**src/design/ssag_pkg.sv**
```systemverilog
// shared types, constants and helpers of the spiral scan address generator
`timescale 1ns / 1ps

package ssag_pkg;

    localparam int DEF_MAX_DIM = 1024;
    localparam int CFG_AW      = 2;
    localparam int CFG_DW      = 11;
    localparam int DIM_W       = 11;
    localparam int POS_W       = 10;

    localparam logic [CFG_AW-1:0] REG_GRID_ROWS = 2'd0;
    localparam logic [CFG_AW-1:0] REG_GRID_COLS = 2'd1;
    localparam logic [CFG_AW-1:0] REG_START_ROW = 2'd2;
    localparam logic [CFG_AW-1:0] REG_START_COL = 2'd3;

    // signed coordinate width: rings reach about one grid size past either edge
    function automatic int coord_w(input int max_dim);
        int w;
        w = $clog2(max_dim) + 3;
        return (w > DIM_W + 2) ? w : DIM_W + 2;
    endfunction

    typedef struct packed {
        logic init;
        logic step;
        logic count_inc;
        logic out_load;
    } t_dp_cmd;

    typedef struct packed {
        logic exhausted;
        logic in_grid;
    } t_dp_status;

endpackage

```
**src/design/spiral_scan_address_generator.sv**
```systemverilog
// Spiral scan address generator: each request word returns the next grid cell of a clockwise
// spiral around the start cell (or the start cell again when restart is set), with a flag on
// the final cell and an exhausted flag once every cell was given. While a request
// is worked, the walk register steps along the ring, jumping over any out-of-grid stretch of
// a side at once. While the previous word is stalled at the output, the next one is not
// loaded. One request is worked at a time; a finished word waits in the output register
// while the next request is taken. A configuration write restarts the walk.
`timescale 1ns / 1ps

module spiral_scan_address_generator import ssag_pkg::*; #(
    parameter int MAX_DIM = DEF_MAX_DIM
) (
    input  logic              i_clk,
    input  logic              i_rst_n,
    input  logic              i_cfg_we,
    input  logic [CFG_AW-1:0] i_cfg_addr,
    input  logic [CFG_DW-1:0] i_cfg_data,
    input  logic              i_in_valid,
    output logic              o_in_stall,
    input  logic              i_restart,
    output logic              o_out_valid,
    input  logic              i_out_stall,
    output logic [POS_W-1:0]  o_cell_row,
    output logic [POS_W-1:0]  o_cell_col,
    output logic              o_last_cell,
    output logic              o_exhausted
);

    localparam int CW = coord_w(MAX_DIM);
    localparam int PW = 2 * CW;

    logic signed [CW-1:0] rows;
    logic signed [CW-1:0] cols;
    logic signed [CW-1:0] row0;
    logic signed [CW-1:0] col0;
    logic [PW-1:0]        total;
    t_dp_cmd              dp_cmd;
    t_dp_status           dp_status;

    ssag_cfg #(
        .MAX_DIM (MAX_DIM)
    ) u_cfg (
        .i_clk      (i_clk),
        .i_rst_n    (i_rst_n),
        .i_cfg_we   (i_cfg_we),
        .i_cfg_addr (i_cfg_addr),
        .i_cfg_data (i_cfg_data),
        .o_rows     (rows),
        .o_cols     (cols),
        .o_row0     (row0),
        .o_col0     (col0),
        .o_total    (total)
    );

    ssag_ctrl u_ctrl (
        .i_clk       (i_clk),
        .i_rst_n     (i_rst_n),
        .i_cfg_we    (i_cfg_we),
        .i_in_valid  (i_in_valid),
        .i_restart   (i_restart),
        .o_in_stall  (o_in_stall),
        .o_out_valid (o_out_valid),
        .i_out_stall (i_out_stall),
        .i_status    (dp_status),
        .o_cmd       (dp_cmd)
    );

    ssag_dp #(
        .MAX_DIM (MAX_DIM)
    ) u_dp (
        .i_clk       (i_clk),
        .i_rows      (rows),
        .i_cols      (cols),
        .i_row0      (row0),
        .i_col0      (col0),
        .i_total     (total),
        .i_cmd       (dp_cmd),
        .o_status    (dp_status),
        .o_cell_row  (o_cell_row),
        .o_cell_col  (o_cell_col),
        .o_last_cell (o_last_cell),
        .o_exhausted (o_exhausted)
    );

endmodule

```
**src/design/ssag_cfg.sv**
```systemverilog
// configuration registers, saturated grid settings and cell total
`timescale 1ns / 1ps

module ssag_cfg import ssag_pkg::*; #(
    parameter int MAX_DIM = DEF_MAX_DIM,
    localparam int CW = coord_w(MAX_DIM),
    localparam int PW = 2 * CW
) (
    input  logic                 i_clk,
    input  logic                 i_rst_n,
    input  logic                 i_cfg_we,
    input  logic [CFG_AW-1:0]    i_cfg_addr,
    input  logic [CFG_DW-1:0]    i_cfg_data,
    output logic signed [CW-1:0] o_rows,
    output logic signed [CW-1:0] o_cols,
    output logic signed [CW-1:0] o_row0,
    output logic signed [CW-1:0] o_col0,
    output logic [PW-1:0]        o_total
);

    localparam logic [CW-1:0] MAX_U = CW'(MAX_DIM);

    logic [DIM_W-1:0] r_grid_rows;
    logic [DIM_W-1:0] r_grid_cols;
    logic [POS_W-1:0] r_start_row;
    logic [POS_W-1:0] r_start_col;
    logic [PW-1:0]    r_total;

    logic [CW-1:0] rows_raw;
    logic [CW-1:0] cols_raw;
    logic [CW-1:0] rows_u;
    logic [CW-1:0] cols_u;
    logic [CW-1:0] srow_u;
    logic [CW-1:0] scol_u;
    logic [CW-1:0] row0_u;
    logic [CW-1:0] col0_u;

    always_ff @(posedge i_clk) begin
        if (!i_rst_n) begin
            r_grid_rows <= DIM_W'(1);
            r_grid_cols <= DIM_W'(1);
            r_start_row <= '0;
            r_start_col <= '0;
        end else if (i_cfg_we) begin
            unique case (i_cfg_addr)
                REG_GRID_ROWS: r_grid_rows <= i_cfg_data;
                REG_GRID_COLS: r_grid_cols <= i_cfg_data;
                REG_START_ROW: r_start_row <= i_cfg_data[POS_W-1:0];
                REG_START_COL: r_start_col <= i_cfg_data[POS_W-1:0];
            endcase
        end
    end

    always_comb begin
        rows_raw = CW'(r_grid_rows);
        cols_raw = CW'(r_grid_cols);
        srow_u   = CW'(r_start_row);
        scol_u   = CW'(r_start_col);
        rows_u   = (rows_raw == '0) ? CW'(1) : ((rows_raw > MAX_U) ? MAX_U : rows_raw);
        cols_u   = (cols_raw == '0) ? CW'(1) : ((cols_raw > MAX_U) ? MAX_U : cols_raw);
        row0_u   = (srow_u > rows_u - CW'(1)) ? rows_u - CW'(1) : srow_u;
        col0_u   = (scol_u > cols_u - CW'(1)) ? cols_u - CW'(1) : scol_u;
    end

    always_ff @(posedge i_clk) begin
        r_total <= rows_u * cols_u;
    end

    assign o_rows  = $signed(rows_u);
    assign o_cols  = $signed(cols_u);
    assign o_row0  = $signed(row0_u);
    assign o_col0  = $signed(col0_u);
    assign o_total = r_total;

endmodule

```
**src/design/ssag_ctrl.sv**
```systemverilog
// handshake and sequencing controller of the spiral walk
`timescale 1ns / 1ps

module ssag_ctrl import ssag_pkg::*; (
    input  logic       i_clk,
    input  logic       i_rst_n,
    input  logic       i_cfg_we,
    input  logic       i_in_valid,
    input  logic       i_restart,
    output logic       o_in_stall,
    output logic       o_out_valid,
    input  logic       i_out_stall,
    input  t_dp_status i_status,
    output t_dp_cmd    o_cmd
);

    typedef enum logic [0:0] {
        S_IDLE,
        S_SEARCH
    } t_state;

    t_state r_state;
    t_state n_state;
    logic   r_out_valid;
    logic   n_out_valid;
    logic   r_stale;
    logic   n_stale;
    logic   out_free;

    assign out_free = !r_out_valid || !i_out_stall;

    always_comb begin
        o_cmd       = '0;
        n_state     = r_state;
        n_out_valid = r_out_valid && i_out_stall;
        n_stale     = r_stale || i_cfg_we;
        unique case (r_state)
            S_IDLE: begin
                if (i_in_valid) begin
                    o_cmd.init = i_restart || r_stale;
                    n_stale    = i_cfg_we;
                    n_state    = S_SEARCH;
                end
            end
            S_SEARCH: begin
                priority if (i_status.exhausted) begin
                    if (out_free) begin
                        o_cmd.out_load = 1'b1;
                        n_out_valid    = 1'b1;
                        n_state        = S_IDLE;
                    end
                end else if (i_status.in_grid) begin
                    if (out_free) begin
                        o_cmd.out_load  = 1'b1;
                        o_cmd.step      = 1'b1;
                        o_cmd.count_inc = 1'b1;
                        n_out_valid     = 1'b1;
                        n_state         = S_IDLE;
                    end
                end else begin
                    o_cmd.step = 1'b1;
                end
            end
        endcase
    end

    always_ff @(posedge i_clk) begin
        if (!i_rst_n) begin
            r_state     <= S_IDLE;
            r_out_valid <= 1'b0;
            r_stale     <= 1'b1;
        end else begin
            r_state     <= n_state;
            r_out_valid <= n_out_valid;
            r_stale     <= n_stale;
        end
    end

    assign o_in_stall  = (r_state != S_IDLE);
    assign o_out_valid = r_out_valid;

endmodule

```
**src/design/ssag_dp.sv**
```systemverilog
// probe, ring bounds, cell count and output word of the spiral walk
`timescale 1ns / 1ps

module ssag_dp import ssag_pkg::*; #(
    parameter int MAX_DIM = DEF_MAX_DIM,
    localparam int CW = coord_w(MAX_DIM),
    localparam int PW = 2 * CW
) (
    input  logic                 i_clk,
    input  logic signed [CW-1:0] i_rows,
    input  logic signed [CW-1:0] i_cols,
    input  logic signed [CW-1:0] i_row0,
    input  logic signed [CW-1:0] i_col0,
    input  logic [PW-1:0]        i_total,
    input  t_dp_cmd              i_cmd,
    output t_dp_status           o_status,
    output logic [POS_W-1:0]     o_cell_row,
    output logic [POS_W-1:0]     o_cell_col,
    output logic                 o_last_cell,
    output logic                 o_exhausted
);

    typedef enum logic [2:0] {
        SIDE_START,
        SIDE_EAST,
        SIDE_SOUTH_EAST,
        SIDE_SOUTH,
        SIDE_LEFT,
        SIDE_TOP,
        SIDE_RIGHT,
        SIDE_BOTTOM
    } t_side;

    logic signed [CW-1:0] r_prow, n_prow;
    logic signed [CW-1:0] r_pcol, n_pcol;
    logic signed [CW-1:0] r_top, n_top;
    logic signed [CW-1:0] r_bot, n_bot;
    logic signed [CW-1:0] r_left, n_left;
    logic signed [CW-1:0] r_right, n_right;
    t_side                r_side, n_side;
    logic [PW-1:0]        r_count;
    logic [POS_W-1:0]     r_cell_row;
    logic [POS_W-1:0]     r_cell_col;
    logic                 r_last;
    logic                 r_exh;

    logic row_ok;
    logic col_ok;
    logic in_grid;
    logic exhausted;

    assign row_ok    = !r_prow[CW-1] && (r_prow < i_rows);
    assign col_ok    = !r_pcol[CW-1] && (r_pcol < i_cols);
    assign in_grid   = row_ok && col_ok;
    assign exhausted = (r_count >= i_total);

    // one probe step; out-of-grid stretches of a side are skipped at once
    always_comb begin
        n_prow  = r_prow;
        n_pcol  = r_pcol;
        n_top   = r_top;
        n_bot   = r_bot;
        n_left  = r_left;
        n_right = r_right;
        n_side  = r_side;
        unique case (r_side)
            SIDE_START: begin
                n_side = SIDE_EAST;
                n_prow = r_top;
                n_pcol = r_right;
            end
            SIDE_EAST: begin
                n_side = SIDE_SOUTH_EAST;
                n_prow = r_bot;
                n_pcol = r_right;
            end
            SIDE_SOUTH_EAST: begin
                n_side = SIDE_SOUTH;
                n_prow = r_bot;
                n_pcol = r_left;
            end
            SIDE_SOUTH: begin
                n_side  = SIDE_LEFT;
                n_top   = r_top - CW'(1);
                n_left  = r_left - CW'(1);
                n_bot   = r_bot + CW'(1);
                n_right = r_right + CW'(1);
                n_prow  = r_bot;
                n_pcol  = r_left - CW'(1);
            end
            SIDE_LEFT: begin
                if (in_grid && (r_prow > r_top)) begin
                    n_prow = r_prow - CW'(1);
                end else if (in_grid || !col_ok || r_prow[CW-1]) begin
                    n_side = SIDE_TOP;
                    n_prow = r_top;
                    n_pcol = r_left + CW'(1);
                end else begin
                    n_prow = i_rows - CW'(1);
                end
            end
            SIDE_TOP: begin
                if (in_grid && (r_pcol < r_right)) begin
                    n_pcol = r_pcol + CW'(1);
                end else if (in_grid || !row_ok || (r_pcol >= i_cols)) begin
                    n_side = SIDE_RIGHT;
                    n_prow = r_top + CW'(1);
                    n_pcol = r_right;
                end else begin
                    n_pcol = '0;
                end
            end
            SIDE_RIGHT: begin
                if (in_grid && (r_prow < r_bot)) begin
                    n_prow = r_prow + CW'(1);
                end else if (in_grid || !col_ok || (r_prow >= i_rows)) begin
                    n_side = SIDE_BOTTOM;
                    n_prow = r_bot;
                    n_pcol = r_right - CW'(1);
                end else begin
                    n_prow = '0;
                end
            end
            SIDE_BOTTOM: begin
                if (in_grid && (r_pcol > r_left)) begin
                    n_pcol = r_pcol - CW'(1);
                end else if (in_grid || !row_ok || r_pcol[CW-1]) begin
                    n_side  = SIDE_LEFT;
                    n_top   = r_top - CW'(1);
                    n_left  = r_left - CW'(1);
                    n_bot   = r_bot + CW'(1);
                    n_right = r_right + CW'(1);
                    n_prow  = r_bot;
                    n_pcol  = r_left - CW'(1);
                end else begin
                    n_pcol = i_cols - CW'(1);
                end
            end
        endcase
    end

    always_ff @(posedge i_clk) begin
        if (i_cmd.init) begin
            r_prow  <= i_row0;
            r_pcol  <= i_col0;
            r_top   <= i_row0;
            r_bot   <= i_row0 + CW'(1);
            r_left  <= i_col0;
            r_right <= i_col0 + CW'(1);
            r_side  <= SIDE_START;
            r_count <= '0;
        end else begin
            if (i_cmd.step) begin
                r_prow  <= n_prow;
                r_pcol  <= n_pcol;
                r_top   <= n_top;
                r_bot   <= n_bot;
                r_left  <= n_left;
                r_right <= n_right;
                r_side  <= n_side;
            end
            if (i_cmd.count_inc) begin
                r_count <= r_count + PW'(1);
            end
        end
    end

    always_ff @(posedge i_clk) begin
        if (i_cmd.out_load) begin
            if (exhausted) begin
                r_cell_row <= '0;
                r_cell_col <= '0;
                r_last     <= 1'b0;
                r_exh      <= 1'b1;
            end else begin
                r_cell_row <= r_prow[POS_W-1:0];
                r_cell_col <= r_pcol[POS_W-1:0];
                r_last     <= ((r_count + PW'(1)) == i_total);
                r_exh      <= 1'b0;
            end
        end
    end

    assign o_status.exhausted = exhausted;
    assign o_status.in_grid   = in_grid;
    assign o_cell_row         = r_cell_row;
    assign o_cell_col         = r_cell_col;
    assign o_last_cell        = r_last;
    assign o_exhausted        = r_exh;

endmodule

```
**config.mk**
```make
export PLATFORM = sky130hd
export DESIGN_NAME = spiral_scan_address_generator
export DESIGN_NICKNAME = d
export VERILOG_FILES = /design/src/design/ssag_pkg.sv /design/src/design/spiral_scan_address_generator.sv /design/src/design/ssag_cfg.sv /design/src/design/ssag_ctrl.sv /design/src/design/ssag_dp.sv
export SDC_FILE = /design/constraint.sdc
export NUM_CORES = 1
export LEC_CHECK = 0
export BUFFER_PORTS_ARGS = -buffer_cell sky130_fd_sc_hd__buf_2
export CAP_MARGIN = 20
export CORE_ASPECT_RATIO = 0.8
export CORE_UTILIZATION = 43
export DETAILED_ROUTE_END_ITERATION = 10
export SETUP_SLACK_MARGIN = 0.05
export SLEW_MARGIN = 15
export SYNTH_ARGS = -nofsm -noshare
export SYNTH_HDL_FRONTEND = slang
export SYNTH_SLANG_ARGS = --single-unit
```
**constraint.sdc**
```tcl
create_clock -name i_clk -period 11.9 [get_ports i_clk]
set_input_delay 1.785 -clock i_clk [delete_from_list [all_inputs] [get_ports i_clk]]
set_output_delay 1.785 -clock i_clk [all_outputs]
set_load 0.02 [all_outputs]
```
==> metrics, run 1 <==
run status finished clean; number of fill cells 4452; y dimension of the die 194 um; EDFF count, synth 100; wire length reported by the detailed router 63500 um; # diodes 0; TNS Setup 0 ns; via count of the first global-routing pass roughly 17000; Initial Util 0.441; count of antenna-violating nets left after detailed routing 0; portion of netlist area occupied by mux cells 0.0318; top_reg_cell synth edfxtp_1; Synth cell types between 80 and 90; dpl ws approximately 5.0 ns; Commonest cells post-synth inv_1, nand2_1, nor2_1; number of setup violations in the final report 0; Synth Area per Inst 8.30 sq um; share of synthesized cell area in and, or, nand and nor gates 0.199; Post-Synthesis Net Count 2691; number of iterations in the first detailed-routing pass 7; aggregate global routing overflow 0; H-tree Lvls 4; crit path setup slack, layout 4.82 ns; global placement routability congestion 0.952; total of buffers placed on input and output ports 42; Global Route Usage Sum 0.275; sequential fraction of the synthesis area 0.251; remaining max-slew budget at the tightest pin 0.240; antenna violations before repair 0; post-cts repair resize count 0; number of hold-slack violations in the final timing report 0; summed instance area of the synthesized netlist 0.0198 sq mm; Via Count 17500; TritonCTS clock tree yes; clock sink total 198; Leak 8.98 nW; setup repair after global routing missed its margin no; endpoint kind of the worst setup timing path register; Compound-Gate Fraction of Synth Area 0.160; area fraction of the dominant cell type after synthesis 0.152; full die area about 0.047 sq mm; required time at the endpoint of the critical path between 10 and 15 ns; core region area 0.0449 sq mm; half-perimeter wire length of the detailed placement result 49700 um; horizontal die dimension around 240 um; transition at the pin with the smallest max-transition slack 1.11 ns; CTS Root Buffer Type clkbuf_16; Clk Latency, worst-skew pair just under 0.5 ns; most repeated cell in the gate-level netlist after synthesis inv_1; detailed router's first-iteration violation count 1860; type of origin of the critical path register; fraction of registers with async set/reset 0; number of buffers added for setup after CTS 0; adder and majority cell fraction of the synthesized area 0.212; number of nets in the layout 2674; Yosys warning total 0; post-synthesis to final-layout area growth 6.91%; hold-fix buffers at CTS 0; leading post-synthesis cells by cell area edfxtp_1, ha_1, dfxtp_1; Peak VDD IR 122 uV; share of cells above drive strength 1 0.0563; largest area contributor in the synthesized netlist edfxtp_1; crit path max fanout 21; boundary pin count between 40 and 50; power per standard cell area 151 mW/mm^2; worst clock skew 0.0155 ns; mean routed wirelength per cell 21.3 um; achievable clock frequency roughly 140 MHz; ratio of final minimum period to clock period 0.595; Synth Area in XOR/XNOR 0.0752; Synth Register Bits 198; Worst Hold Class reg -> reg; cell count after synthesis 2385; post-detailed-route via-to-cell ratio 5.86; maximum number of pins on one net before global-route repair 57; number of buffers created by CTS 17; clock-pin slew on the worst setup and hold paths around 0.080 ns; final critical delay including setup and external delays around 7 ns; reported max-cap violation count 0; Crit Path Class reg -> reg; wire length of the first global-routing pass 100000 um; Worst Path Arrival 7.49 ns; remaining routing DRC violations 0; final slew viol count 0; main combinational cell family by area after synthesis adder cells; clock buffer depth 2; Row Count 69
==> stage by stage <==
stage	power, W	instances	instance area, sq um	util	hold slack [ns]
detailed placement	0.00256	2952	20600	0.459	0.464
global route	0.00341	2984	21200	0.471	0.520
floorplan	0.00207	2385	19800	-	0.441
global placement	0.00253	2951	20600	0.458	0.465
CTS	0.00317	2984	21200	0.471	0.483
finish	0.00320	2984	21200	0.471	0.487
==> cell families after synthesis <==
| kind of cell | count (synthesis) |
|---|---|
| AOI/OAI and AO/OA | 483 |
| xor gates and xnor gates | 170 |
| adders and majority gates | 287 |
| buffers and inverters | 368 |
| DFF | 198 |
| muxes | 62 |
| and+or+nand+nor | 817 |
==> critical path, cell delays in order (launching register included) <==
cell and delay, ns:
dfxtp_1 0.71, inv_1 0.54, nand2_1 0.57, nor2_1 0.14, fa_1 0.53, inv_1 0.06
fa_1 0.53, inv_1 0.05, ha_1 0.29, ha_1 0.29, inv_1 0.05, fa_1 0.52
inv_1 0.07, fa_1 0.45, a21o_1 0.19, a21oi_1 0.36, o21ai_0 0.15, a21oi_1 0.28
o211ai_1 0.16, a31o_2 0.26, a21oi_1 0.34, o21ai_0 0.13, a21oi_1 0.20, xnor2_1 0.13
==> path summary, 6_finish.rpt <==
path,from,endpoint,slack (ns),cells past startpoint
max,u_cfg.r_grid_cols[10],u_cfg.o_total[22],4.82,23
min,u_ctrl.r_stale,u_ctrl.r_stale,0.49,2
max reg2reg,u_cfg.r_grid_cols[10],u_cfg.o_total[22],4.82,23
min reg2reg,u_ctrl.r_stale,u_ctrl.r_stale,0.49,2
==> flip-flops by register name, summed over array words and instances (netlist names), 11 cells and up <==
| register | count |
|---|---|
| u_dp.r_count | 26 |
| u_cfg.o_total | 24 |
| u_dp.r_bot | 13 |
| u_dp.r_left | 13 |
| u_dp.r_pcol | 13 |
| u_dp.r_prow | 13 |
| u_dp.r_right | 13 |
| u_dp.r_top | 13 |
| u_cfg.r_grid_cols | 11 |
| u_cfg.r_grid_rows | 11 |
==> layout by cell type, fill, tap and decap left out, drive strengths merged, types with 47 or more instances in the layout <==
cell	synthesis	routed
dfxtp	98	98
buf	7	57
xor2	47	47
a21oi	112	112
o21ai	126	126
ha	205	205
mux2i	55	55
xnor2	123	123
nor2	222	222
edfxtp	100	100
inv	269	273
nand3	62	62
nor2b	51	51
nand2	238	238
fa	82	82
nor3	55	55
==> layer usage <==
layer / wire length (um) / track usage / share of wire
met2: 26000 / 0.392 / 0.41
met1: 30200 / 0.405 / 0.48
met5: 0 / 0 / 0
met3: 5950 / 0.0749 / 0.094
met4: 1310 / 0.0750 / 0.021
==> report_power, final <==
group	switching, W	internal, W
Combinational	0.000892	0.000579
Sequential	0.000251	0.000867
Clock	0.000299	0.000313
Total	0.00144	0.00176
==> final cells by class <==
class / instances / area, sq um / area share
clock buffer: 19 / 433 / 0.0205
tap: 603 / 754 / 0.0356
clock inverter: 13 / 148 / 0.00698
multi-input combinational: 1819 / 13500 / 0.638
inverter: 275 / 1030 / 0.0488
timing repair buffer: 57 / 327 / 0.0154
sequential: 198 / 4960 / 0.235
Note: power is estimated with default switching activity, not from simulation.
==> run 2: changes to the inputs <==
clock period = 7 ns   (was 11.9 ns; I/O delays follow)
==> run 2 against run 1 <==
Effect of this change: total power grew 69%; non-clock buffer count grew 22; fmax grew 9.5%; first-iteration DRC count shrank 7.8%; critical path depth grew 1; routed wire length shrank 0.63%; die area is the same; cell count grew 0.74%; worst setup slack lost 4.3 ns; critical path type unchanged.
==> metrics, run 2 (synthesized netlist as in run 1, its figures left out) <==
maximum number of pins on one net before global-route repair 76; worst clock skew 0.0224 ns; mean routed wirelength per cell roughly 21 um; placement-stage cell area 0.0208 sq mm; count of antenna-violating nets left after detailed routing 0; remaining max-slew budget at the tightest pin 0.219; aggregate global routing overflow 0; share of cells above drive strength 1 0.0641; wire length of the first global-routing pass 99700 um; Worst Hold Class reg -> reg; core region area 0.0449 sq mm; boundary pin count 43; number of nets in the layout 2696; full die area 0.0469 sq mm; global placement routability congestion 0.921; H-tree Lvls 4; detailed router's first-iteration violation count 1714; achievable clock frequency 155 MHz; clock buffer depth 2; Crit Path Class reg -> reg; Initial Util 0.441; TritonCTS clock tree yes; transition at the pin with the smallest max-transition slack ~1.2 ns; post-cts repair resize count 0; TNS Setup 0 ns; required time at the endpoint of the critical path 7.41 ns; half-perimeter wire length of the detailed placement result about 49000 um; type of origin of the critical path register; number of flip-flops in the largest register 26; horizontal die dimension 242 um; final slew viol count 0; # diodes 0; most frequent standard cell in the layout excluding fill and tap cells inv_1; Via Count 17600; setup repair after global routing missed its margin no; Leak 9.09 nW; number of fill cells 4473; hold-fix buffers at CTS 0; number of buffers added for setup after CTS 0; number of iterations in the first detailed-routing pass 6; Global Route Usage Sum 0.273; slowest CP cell or4_1; clock-pin slew on the worst setup and hold paths 0.09 ns; number of hold-slack violations in the final timing report 0; ratio of final minimum period to clock period 0.923; remaining routing DRC violations 0; Peak VDD IR 217 uV; run status finished clean; commonest non-fill, non-tap cells in the layout inv_1, nand2_1, nor2_1; final critical delay including setup and external delays 6.46 ns; Clk Latency, worst-skew pair 0.49 ns; number of buffers created by CTS 17; crit path max fanout 8; y dimension of the die slightly below 200 um; Worst Path Arrival 6.87 ns; Final Cell Area 0.0213 sq mm; crit-path cells or4_1 -> or3_1 -> nor2_1 -> nor2_1 -> nor2_4 -> nand3_1 -> fa_1 -> inv_1 -> fa_1 -> ha_1 -> ha_1 -> ha_1 -> ha_1 -> fa_1 -> a21o_1 -> a21oi_1 -> o21ai_0 -> a21oi_1 -> o211ai_1 -> a31o_2 -> a21oi_1 -> o21ai_0 -> a21oi_1 -> xnor2_1; antenna violations before repair 0; CTS Root Buffer Type clkbuf_16; endpoint kind of the worst setup timing path register; Row Count 69; reported max-cap violation count 0; via count of the first global-routing pass 17000; critical path's largest stage delay 0.64 ns; post-synthesis to final-layout area growth 7.69%; wire length reported by the detailed router 63100 um; Top reg by flops u_dp.r_count; post-detailed-route via-to-cell ratio between 5 and 6; clock sink total around 200; number of setup violations in the final report 0; power per standard cell area approximately 250 mW/mm^2; total of buffers placed on input and output ports 42
-- run 2: cell types whose count changed in the layout (fill, tap and decap cells not counted), sizes merged --
cell	before	now
inv	273	275
clkbuf	19	17
buf	57	79
bufinv	2	0
clkinv	11	13
-- run 2: cell type report --
type	instances	area (sq um)	area share
clock buffers	17	425	0.0200
clock inverters	15	121	0.00569
inverters	275	1030	0.0484
multi-input cells	1819	13500	0.634
flip-flops and latches	198	4960	0.233
well taps	603	754	0.0354
repair buffers	79	513	0.0241
-- run 2: path summary, 6_finish.rpt --
kind                                           start           endpoint  slack, ns  cells past startpoint
worst min register to register        u_ctrl.r_stale     u_ctrl.r_stale       0.49                      2
worst max register to register  u_cfg.r_grid_rows[5]  u_cfg.o_total[22]       0.54                     24
worst max-delay path            u_cfg.r_grid_rows[5]  u_cfg.o_total[22]       0.54                     24
worst min-delay path                  u_ctrl.r_stale     u_ctrl.r_stale       0.49                      2
-- run 2: where the power goes --
group,total [W],internal (W),switching [W]
registers,0.00189,0.00147,0.000421
clock network,0.000987,0.000464,0.000523
logic,0.00253,0.000996,0.00154
total,0.00541,0.00293,0.00248
-- run 2: layer usage --
layer / track usage / part of all wire / wire, um / up-vias
met1: 0.411 / 0.49 / 30600 / 8521
met2: 0.395 / 0.41 / 26000 / 717
met3: 0.0489 / 0.080 / 5060 / 83
li1: - / - / - / 8275
met4: 0.0729 / 0.022 / 1370 / 0
met5: 0 / 0 / 0 / -
-- run 2: per-stage QoR --
| step | util | total power, W | setup slack (ns) | hold WS, ns | cells |
|---|---|---|---|---|---|
| 6_report | 0.475 | 0.00541 | 0.538 | 0.488 | 3006 |
| 5_1_grt | 0.475 | 0.00575 | 0.128 | 0.502 | 3006 |
| 4_1_cts | 0.475 | 0.00536 | 0.450 | 0.487 | 3005 |
| 3_5_place_dp | 0.462 | 0.00436 | 0.495 | 0.466 | 2973 |
| 3_3_place_gp | 0.462 | 0.00431 | 0.575 | 0.464 | 2973 |
| 2_1_floorplan | - | 0.00351 | 0.225 | 0.441 | 2385 |
-- run 2: worst max-delay path, delay by kind of cell (launching register included) --
kind,cells,cell delay [ns]
compound gates,9,1.83
buf+inv,1,0.08
xor+xnor,1,0.13
fa+ha+maj,7,2.41
simple gates,6,1.57
flops,1,0.38
==> run 3: changes to the inputs <==
SYNTH_HIERARCHICAL = 1   (was unset)
==> run 3 against run 2 <==
Effect of this change: cell count up 3.2%; utilization down 1.1 points; first-iteration DRC count grew 3.6%; synthesized cell count is 4.8% higher; clock-buffer cell count grew 2; largest power group is now sequential cells; highest routed layer unchanged.
==> metrics, run 3 <==
commonest non-fill, non-tap cells in the layout inv_1, nand2_1, nor2_1; Peak VDD IR 212 uV; reported max-cap violation count 0; H-tree Lvls 4; power per standard cell area 181 mW/mm^2; core utilization of the finished layout 0.464; horizontal die dimension between 200 and 250 um; number of setup violations in the final report 0; crit path max fanout 12; worst clock skew 0.0145 ns; boundary pin count 43; Global Route Usage Sum 0.271; share of cells above drive strength 1 0.0633; mean routed wirelength per cell roughly 21 um; detailed router's first-iteration violation count 1775; Via Count 18000; ratio of final minimum period to clock period 0.926; Initial Util 0.436; Synth Area per Inst about 8 sq um; Worst Path Arrival 6.72 ns; EDFF count, synth 100; Final Cell Area 0.0218 sq mm; TritonCTS clock tree yes; summed instance area of the synthesized netlist 0.0205 sq mm; fraction of registers with async set/reset 0; Clk Latency, worst-skew pair approximately 0.48 ns; final slew viol count 0; remaining routing DRC violations 0; wire length of the first global-routing pass 101000 um; clock buffer depth 2; maximum number of pins on one net before global-route repair approximately 100; Crit Path Class reg -> reg; leading post-synthesis cells by cell area edfxtp_1, ha_1, dfxtp_1; TNS Setup 0 ns; number of hold-slack violations in the final timing report 0; Synth Register Bits 196; run status finished clean; transition at the pin with the smallest max-transition slack 1.12 ns; most repeated cell in the gate-level netlist after synthesis inv_1; library cell appearing most often on the critical path nor2_1; clock sink total 196; area of combinational cells with multiple inputs about 0.014 sq mm; via count of the first global-routing pass 17500; top_reg_cell synth edfxtp_1; sequential fraction of the synthesis area 0.240; count of antenna-violating nets left after detailed routing 0; CTS Root Buffer Type clkbuf_16; y dimension of the die 197 um; Yosys warning total 6; required time at the endpoint of the critical path 7.24 ns; final critical delay including setup and external delays 6.48 ns; Worst Hold Class reg -> reg; number of nets in the layout 2765; antenna violations before repair 1; post-layout total power 0.00396 W; post-synthesis to final-layout area growth 6.41%; remaining max-slew budget at the tightest pin 0.254; slack of the worst reg-to-reg path 0.52 ns; number of buffers added for setup after CTS 0; number of iterations in the first detailed-routing pass 5; Synth cell types 91; Top reg by flops u_dp/r_count; post-detailed-route via-to-cell ratio 5.80; slowest CP cell mux2i_1; clock-pin slew on the worst setup and hold paths ~0.090 ns; endpoint kind of the worst setup timing path register; global placement routability congestion 0.957; total of buffers placed on input and output ports 42; number of flip-flops in the largest register 26; number of fill cells about 4700; half-perimeter wire length of the detailed placement result 50000 um; wire length reported by the detailed router 65000 um; Commonest cells post-synth inv_1, nand2_1, nor2_1; cell count after synthesis 2499; number of buffers created by CTS 17; setup repair after global routing missed its margin no; Leak 9.16 nW; aggregate global routing overflow 0; # diodes 0; most frequent standard cell in the layout excluding fill and tap cells inv_1; full die area roughly 0.049 sq mm; type of origin of the critical path register; core region area 0.0471 sq mm; critical path's largest stage delay 0.73 ns; Row Count just over 70; placement-stage cell area 0.0212 sq mm; FF+latch area 0.00492 sq mm; largest area contributor in the synthesized netlist edfxtp_1; area fraction of the dominant cell type after synthesis 0.146; achievable clock frequency 154 MHz
## run 3: path summary, 6_finish.rpt
check | from | depth (start not counted) | endpoint
setup / recovery | u_cfg/r_grid_cols[0] | 25 | u_dp/r_right[11]
hold reg to reg | u_ctrl/r_stale | 1 | u_ctrl/r_stale
setup reg to reg | u_cfg/r_grid_cols[0] | 25 | u_dp/r_right[11]
hold / removal | u_ctrl/r_stale | 1 | u_ctrl/r_stale
## run 3: stage by stage
stage	std cells	hold slack, ns	setup slack, ns
floorplan	2512	0.436	0.856
global placement	3067	0.447	0.678
detailed placement	3068	0.460	0.747
CTS	3100	0.474	0.747
global route	3101	0.501	0.172
finish	3101	0.471	0.518
## run 3: layer usage
metal / wire [um] / share of wire / vias to the layer above / GRT usage
met3: 6080 / 0.094 / 99 / 0.0705
met2: 26600 / 0.41 / 707 / 0.392
met1: 30600 / 0.47 / 8602 / 0.389
met4: 1720 / 0.026 / 0 / 0.0886
met5: 0 / 0 / - / 0
li1: - / - / 8579 / -
## run 3: timing repair
item	CTS	global route
endpoints found under the setup margin	0	1
hold buffers	0	0
gates resized for setup	0	1
hold endpoints to repair	0	0
## run 3: area by class of cell
cell class | instances | share of cell area
multi-input cells | 1901 | 0.643
flip-flops and latches | 196 | 0.226
inverters | 281 | 0.0483
well taps | 620 | 0.0355
repair buffers | 71 | 0.0213
clock buffers | 19 | 0.0208
clock inverters | 13 | 0.00590
## run 3: report_power, final
part / total (W) / internal (W) / leakage (nW) / switching [W]
Combinational: 0.00138 / 0.000536 / 7.13 / 0.000841
Clock: 0.00101 / 0.000496 / 0.283 / 0.000518
Sequential: 0.00157 / 0.00134 / 1.74 / 0.000227
Total: 0.00396 / 0.00237 / 9.16 / 0.00159
## run 3: kinds of logic (layout without fill, tap and decap cells)
kind of cell    Yosys count  in the layout  share of synthesized area
buf+inv                 415            384                     0.0811
xor+xnor                205            205                     0.0875
flops                   196            196                      0.240
simple gates            851            851                      0.199
other cells               1             14                   0.000183
fa+ha+maj               278            278                      0.199
compound gates          480            480                      0.157
mux                      73             73                     0.0365
## run 3: worst max-delay path: cells and delay by family (launching register included)
kind | cells | cell delay, ns
buffers and inverters | 2 | 0.63
AND/OR/NAND/NOR | 13 | 2.63
flip-flops | 1 | 0.36
XOR/XNOR | 2 | 0.24
multiplexers | 2 | 0.96
AO/OA/AOI/OAI | 4 | 0.74
adder cells (fa/ha/maj) | 2 | 0.67
